$ cat src/design/ccf_pkg.sv
// ----------------------------------------------------------------------------
// Calorimeter cluster finder package
// Shared payload types, register indexes and sequencer states.
// ----------------------------------------------------------------------------
package ccf_pkg;

    // Fixed field widths of the ports.
    localparam int IN_E_W   = 16;
    localparam int THR_W    = 16;
    localparam int CLU_E_W  = 27;
    localparam int POS_W    = 12;
    localparam int ID_W     = 11;
    localparam int QUO_W    = 13;
    localparam int CFG_IDX_W = 1;

    // Centroid saturation limits.
    localparam logic [QUO_W-1:0] POS_MAX     = 13'd2047;
    localparam logic [QUO_W-1:0] NEG_MAG_MAX = 13'd2048;

    // Configuration register indexes.
    localparam logic [CFG_IDX_W-1:0] REG_SEED_THR = 1'b0;
    localparam logic [CFG_IDX_W-1:0] REG_LOW_THR  = 1'b1;

    typedef struct packed {
        logic [IN_E_W-1:0] crystal_energy;
        logic              frame_last;
    } t_crystal_in;

    typedef struct packed {
        logic                    cluster_valid;
        logic [CLU_E_W-1:0]      cluster_energy;
        logic signed [POS_W-1:0] x_position;
        logic signed [POS_W-1:0] y_position;
        logic [ID_W-1:0]         seed_index;
        logic [ID_W-1:0]         member_total;
        logic                    overflow_flag;
        logic                    last_result;
    } t_cluster_out;

    typedef enum logic [3:0] {
        S_LOAD,
        S_CLEAR,
        S_SCAN,
        S_SCAN_CHK,
        S_POP,
        S_POP_WAIT,
        S_ADD,
        S_NB,
        S_NB_CHK,
        S_DIV_X,
        S_DIV_Y,
        S_NEXT,
        S_EMPTY,
        S_EMIT_RD,
        S_EMIT_LD,
        S_EMIT_WT
    } t_state;

endpackage

$ cat src/design/ccf_divider.sv
// ----------------------------------------------------------------------------
// Centroid divider
// Restoring divider that turns a moment and an energy sum into a rounded,
// saturated position in 1/16 mm, one quotient bit per cycle.
// ----------------------------------------------------------------------------
module ccf_divider
    import ccf_pkg::*;
#(
    parameter int MOM_W = 33,
    parameter int SUM_W = 27
) (
    input  logic                    i_clk,
    input  logic                    i_rst_n,
    input  logic                    i_start,
    input  logic signed [MOM_W-1:0] i_moment,
    input  logic [SUM_W-1:0]        i_sum,
    output logic                    o_done,
    output logic signed [POS_W-1:0] o_pos
);

    localparam int DIV_W  = MOM_W + 14;
    localparam int STEP_W = $clog2(QUO_W);
    localparam logic [STEP_W-1:0] LAST_STEP = STEP_W'(QUO_W - 1);

    logic               r_busy;
    logic               r_done;
    logic [STEP_W-1:0]  r_step;
    logic [DIV_W-1:0]   r_rem;
    logic [DIV_W-1:0]   r_div;
    logic [QUO_W-1:0]   r_q;
    logic               r_neg;

    logic [MOM_W-1:0]   mag;
    logic [QUO_W-1:0]   q_pos;
    logic [QUO_W-1:0]   q_neg;
    logic [QUO_W-1:0]   q_neg_n;

    // Magnitude of the incoming moment.
    always_comb begin
        if (i_moment < 0) begin
            mag = MOM_W'(-i_moment);
        end else begin
            mag = MOM_W'(i_moment);
        end
    end

    // Quotient bits, largest first: the numerator is 160*|m| + sum and the
    // divisor 2*sum, which gives round half away from zero.
    always_ff @(posedge i_clk) begin
        if (!i_rst_n) begin
            r_busy <= 1'b0;
            r_done <= 1'b0;
            r_step <= '0;
        end else begin
            if (i_start) begin
                r_busy <= 1'b1;
                r_done <= 1'b0;
                r_step <= '0;
                r_neg  <= (i_moment < 0);
                r_q    <= '0;
                r_rem  <= (DIV_W'(mag) << 7) + (DIV_W'(mag) << 5) + DIV_W'(i_sum);
                r_div  <= DIV_W'(i_sum) << QUO_W;
            end else if (r_busy) begin
                if (r_rem >= r_div) begin
                    r_rem <= r_rem - r_div;
                    r_q   <= {r_q[QUO_W-2:0], 1'b1};
                end else begin
                    r_q   <= {r_q[QUO_W-2:0], 1'b0};
                end
                r_div  <= r_div >> 1;
                r_step <= r_step + 1'b1;
                r_done <= (r_step == LAST_STEP);
                if (r_step == LAST_STEP) begin
                    r_busy <= 1'b0;
                end
            end else begin
                r_done <= 1'b0;
            end
        end
    end

    // Saturate to the signed 12-bit range.
    always_comb begin
        q_pos   = (r_q > POS_MAX) ? POS_MAX : r_q;
        q_neg   = (r_q > NEG_MAG_MAX) ? NEG_MAG_MAX : r_q;
        q_neg_n = QUO_W'(-q_neg);
        if (r_neg) begin
            o_pos = q_neg_n[POS_W-1:0];
        end else begin
            o_pos = q_pos[POS_W-1:0];
        end
    end

    assign o_done = r_done;

endmodule

$ cat config.mk
export PLATFORM = sky130hd
export DESIGN_NAME = ccf_divider
export DESIGN_NICKNAME = d
export VERILOG_FILES = /design/src/design/ccf_pkg.sv /design/src/design/ccf_divider.sv
export SDC_FILE = /design/constraint.sdc
export NUM_CORES = 1
export LEC_CHECK = 0
export ABC_AREA = 1
export BUFFER_PORTS_ARGS = -buffer_cell sky130_fd_sc_hd__buf_2
export CAP_MARGIN = 20
export CORE_MARGIN = 1
export CORE_UTILIZATION = 35
export DETAILED_ROUTE_END_ITERATION = 6
export HOLD_SLACK_MARGIN = 0.1
export SYNTH_ARGS = -nofsm -noshare
export SYNTH_HDL_FRONTEND = slang
export SYNTH_SLANG_ARGS = --single-unit
$ cat constraint.sdc
create_clock -name i_clk -period 6.3 [get_ports i_clk]
set_input_delay 0.315 -clock i_clk [delete_from_list [all_inputs] [get_ports i_clk]]
set_output_delay 0.315 -clock i_clk [all_outputs]
set_load 0.02 [all_outputs]
==> results.json <==
{
  "status": "completed",
  "dp_hpwl_mm": 31.5,
  "via_count": 12100,
  "drc": 0,
  "yosysSeqAreaShare": 0.256,
  "wl_mm": 37.2,
  "core_mm2": 0.0345,
  "finClkSkew_ps": 15.3,
  "grt_pass1_vias": 11600,
  "slew_headroom": 0.538,
  "cts_root_buffer": "clkbuf_16",
  "required_ps": 6430,
  "die_h_um": 190,
  "async_flop_share": 0,
  "port_buffers": 75,
  "slew_violations": 0,
  "cp_cell_sequence": "buf_2, inv_1, ha_1, inv_1, nor3_2, nand3_2, nand2_1, xor2_1, inv_1, fa_1, inv_1, ha_1, nand2_1, inv_1, a21oi_1, a21boi_0, nand2_1, nand2_1, nand3_1, nand3_1, nand2_1",
  "syn_avg_cell_area_um2": 6.26,
  "antenna_cells": 0,
  "drive_gt1_frac": 0.0765,
  "p_leak_nw": 7.18,
  "dr.first_iter.drc_count": 782,
  "crit_path_start_kind": "input pin",
  "ant_nets": 0,
  "setup_violations": 0,
  "rsz0062_at_grt": "no",
  "slowest_delay_ps": 500,
  "nNetsFinal": 2210,
  "timing.final.hold_violations": 0,
  "end_kind": "flop",
  "fin_tns_setup_ps": 0,
  "grt_max_degree": 49,
  "ir_worst_vdd_uv": 122,
  "power.density_mw_per_mm2": 271,
  "cts_setup_buffers": 0,
  "wl_per_cell_um": 14.9,
  "min_period_over_period": 0.592,
  "synth_nets": 2141,
  "synth_ff_type": "edfxtp_1",
  "synth.distinct_cells": 44,
  "clkSlewWorstSetupHoldPaths_ps": 80,
  "die_area_mm2": 0.0359,
  "start_util": 0.356,
  "syn_to_final_growth_pct": 9.95,
  "cts.htree.levels": 3,
  "place_ws_ps": 2140,
  "hold_path_class": "in2reg",
  "syn_inst": 1966,
  "grt.total_usage": 0.212,
  "worstMarginPinSlew_ps": 693,
  "fmax_mhz": 268,
  "cts_tree": "built",
  "synth_edf_count": 101,
  "critPathMaxFanout": 5,
  "cp_slowest_cell": "fa_1",
  "cp.arrival_ps": 3860,
  "grt_pass1_wl_mm": 59.4,
  "rows": 68,
  "grt_overflow": 0,
  "cp_top_family": "simple AND/OR/NAND/NOR gates",
  "critPathKind": "in2reg",
  "cts_resized": 0,
  "hold_buffers": 0,
  "avgViaCountPerCell": 4.84,
  "synth_area_mm2": 0.0123,
  "io_pins": 76,
  "maxCapViolations": 0,
  "worstSkewPairLatency_ps": 380,
  "gp_congestion": 0.930,
  "clock-sinks": 107,
  "drtPass1Iterations": 5,
  "layout_setup_ws_ps": 2570,
  "post-route-min-period_ps": 3730,
  "cts_buffers": 9,
  "yosys_warnings": 0,
  "die_width_um": 190,
  "ys_ff_latch": 107,
  "antenna_found_initial": 0,
  "cp.buffers_inverters": 6,
  "clock_path_buffers": 2
}
-- cell type report --
cell class / count / area, um2
Fill cell: 3824 / 21000
Multi-Input combinational cell: 1435 / 7560
Sequential cell: 107 / 3150
Inverter: 402 / 1510
Tap cell: 455 / 569
Timing Repair Buffer: 80 / 415
Clock buffer: 9 / 225
Clock inverter: 7 / 104
-- Yosys cell counts, types with 3 or more instances --
library cell | n | area [um2]
nor3_1 | 17 | 85.1
inv_2 | 11 | 41.3
o21bai_1 | 8 | 60.1
nand3b_1 | 11 | 82.6
xor2_1 | 30 | 263
o211ai_1 | 4 | 30.0
nor2_2 | 23 | 144
o21ai_1 | 7 | 35.0
or2_1 | 5 | 31.3
xnor2_1 | 11 | 96.3
and2_1 | 4 | 25.0
nor2_1 | 185 | 694
a21boi_0 | 3 | 22.5
fa_1 | 22 | 440
inv_1 | 388 | 1460
a21oi_1 | 102 | 510
nand3_1 | 122 | 611
nand2_2 | 6 | 37.5
edfxtp_1 | 101 | 3030
dfxtp_1 | 6 | 120
o21ai_0 | 103 | 515
nand3_2 | 4 | 40.0
clkbuf_1 | 17 | 63.8
nand4_1 | 13 | 81.3
ha_1 | 90 | 1130
buf_2 | 3 | 15.0
nand2_1 | 642 | 2410
clkinv_1 | 3 | 11.3
nor3_2 | 5 | 50.1
-- layer usage --
layer  vias up  track usage  routed length, um  part of all wire
li1       6292            -                  -                 -
met3        50       0.0162               1210             0.032
met1      5461        0.288              18000              0.48
met4         0       0.0651                913             0.025
met5         -            0                  0                 0
met2       262        0.358              17100              0.46
-- worst register-to-register path, cell delays in order, from the launching register on --
cell      delay (ps)
edfxtp_1         370
ha_1             380
nand2_1          160
nor2_2           140
nand3_1           90
nand2_1          230
nand2_1           80
nand2_1          190
nand3_1          110
nand4_1          140
nand2_1           80
nand2_2           50
buf_4            550
-- worst paths after layout --
| path | startpoint | to | slack, ps | cells after the start |
|---|---|---|---|---|
| hold / removal | i_sum[2] | r_rem[2]$_DFFE_PP_ | 230 | 3 |
| setup / recovery | i_moment[0] | r_rem[39]$_DFFE_PP_ | 2570 | 21 |
| setup reg to reg | r_rem[3]$_DFFE_PP_ | r_rem[16]$_DFFE_PP_ | 3310 | 12 |
| hold reg to reg | r_step[0]$_SDFFE_PP0P_ | r_step[0]$_SDFFE_PP0P_ | 510 | 2 |
-- where the power goes --
group | total, mW | switching (mW) | internal (mW)
Clock | 0.640 | 0.285 | 0.355
Combinational | 2.08 | 1.43 | 0.649
Sequential | 0.955 | 0.0391 | 0.916
-- sequential cells by signal (all words and copies together) (netlist names) --
register,cells
r_rem,47
r_busy,1
r_div,40
r_step,4
r_q,13
r_neg,1
o_done,1
-- stage by stage --
| stage | power [mW] | cells | util | instance area [um2] | hold slack, ps |
|---|---|---|---|---|---|
| 3_5_place_dp | 3.02 | 2479 | 0.382 | 13200 | 503 |
| 4_1_cts | 3.67 | 2495 | 0.392 | 13500 | 217 |
| 6_report | 3.67 | 2495 | 0.392 | 13500 | 230 |
| 2_1_floorplan | 2.44 | 1966 | - | 12300 | 414 |
| 5_1_grt | 4.01 | 2495 | 0.392 | 13500 | 230 |
| 3_3_place_gp | 3.01 | 2479 | 0.382 | 13200 | 488 |
-- placed cells by master (no fill, tap or decap), types with 3 or more instances in the layout --
master / instances
edfxtp_1: 101
buf_2: 74
inv_6: 4
nand2_1: 640
o21ai_0: 103
xor2_1: 30
ha_1: 90
buf_4: 6
nand3_1: 122
xnor2_1: 11
a21boi_0: 3
inv_1: 388
inv_2: 11
nor2_1: 185
o211ai_1: 4
nor3_1: 17
fa_1: 22
nand3_2: 4
clkinv_1: 3
nand2_2: 8
nor3_2: 5
a21oi_1: 102
o21bai_1: 8
o21ai_1: 7
dfxtp_1: 6
or2_1: 5
nor2_2: 23
and2_1: 4
nand4_1: 13
nand3b_1: 11
clkbuf_16: 9
-- kinds of logic after synthesis --
| logic type | Yosys count | synth area share |
|---|---|---|
| compound gates | 238 | 0.103 |
| xor+xnor | 42 | 0.0305 |
| flops | 107 | 0.256 |
| simple gates | 1043 | 0.353 |
| buf+inv | 424 | 0.130 |
| fa+ha+maj | 112 | 0.127 |
Note: power is estimated with default switching activity, not from simulation.
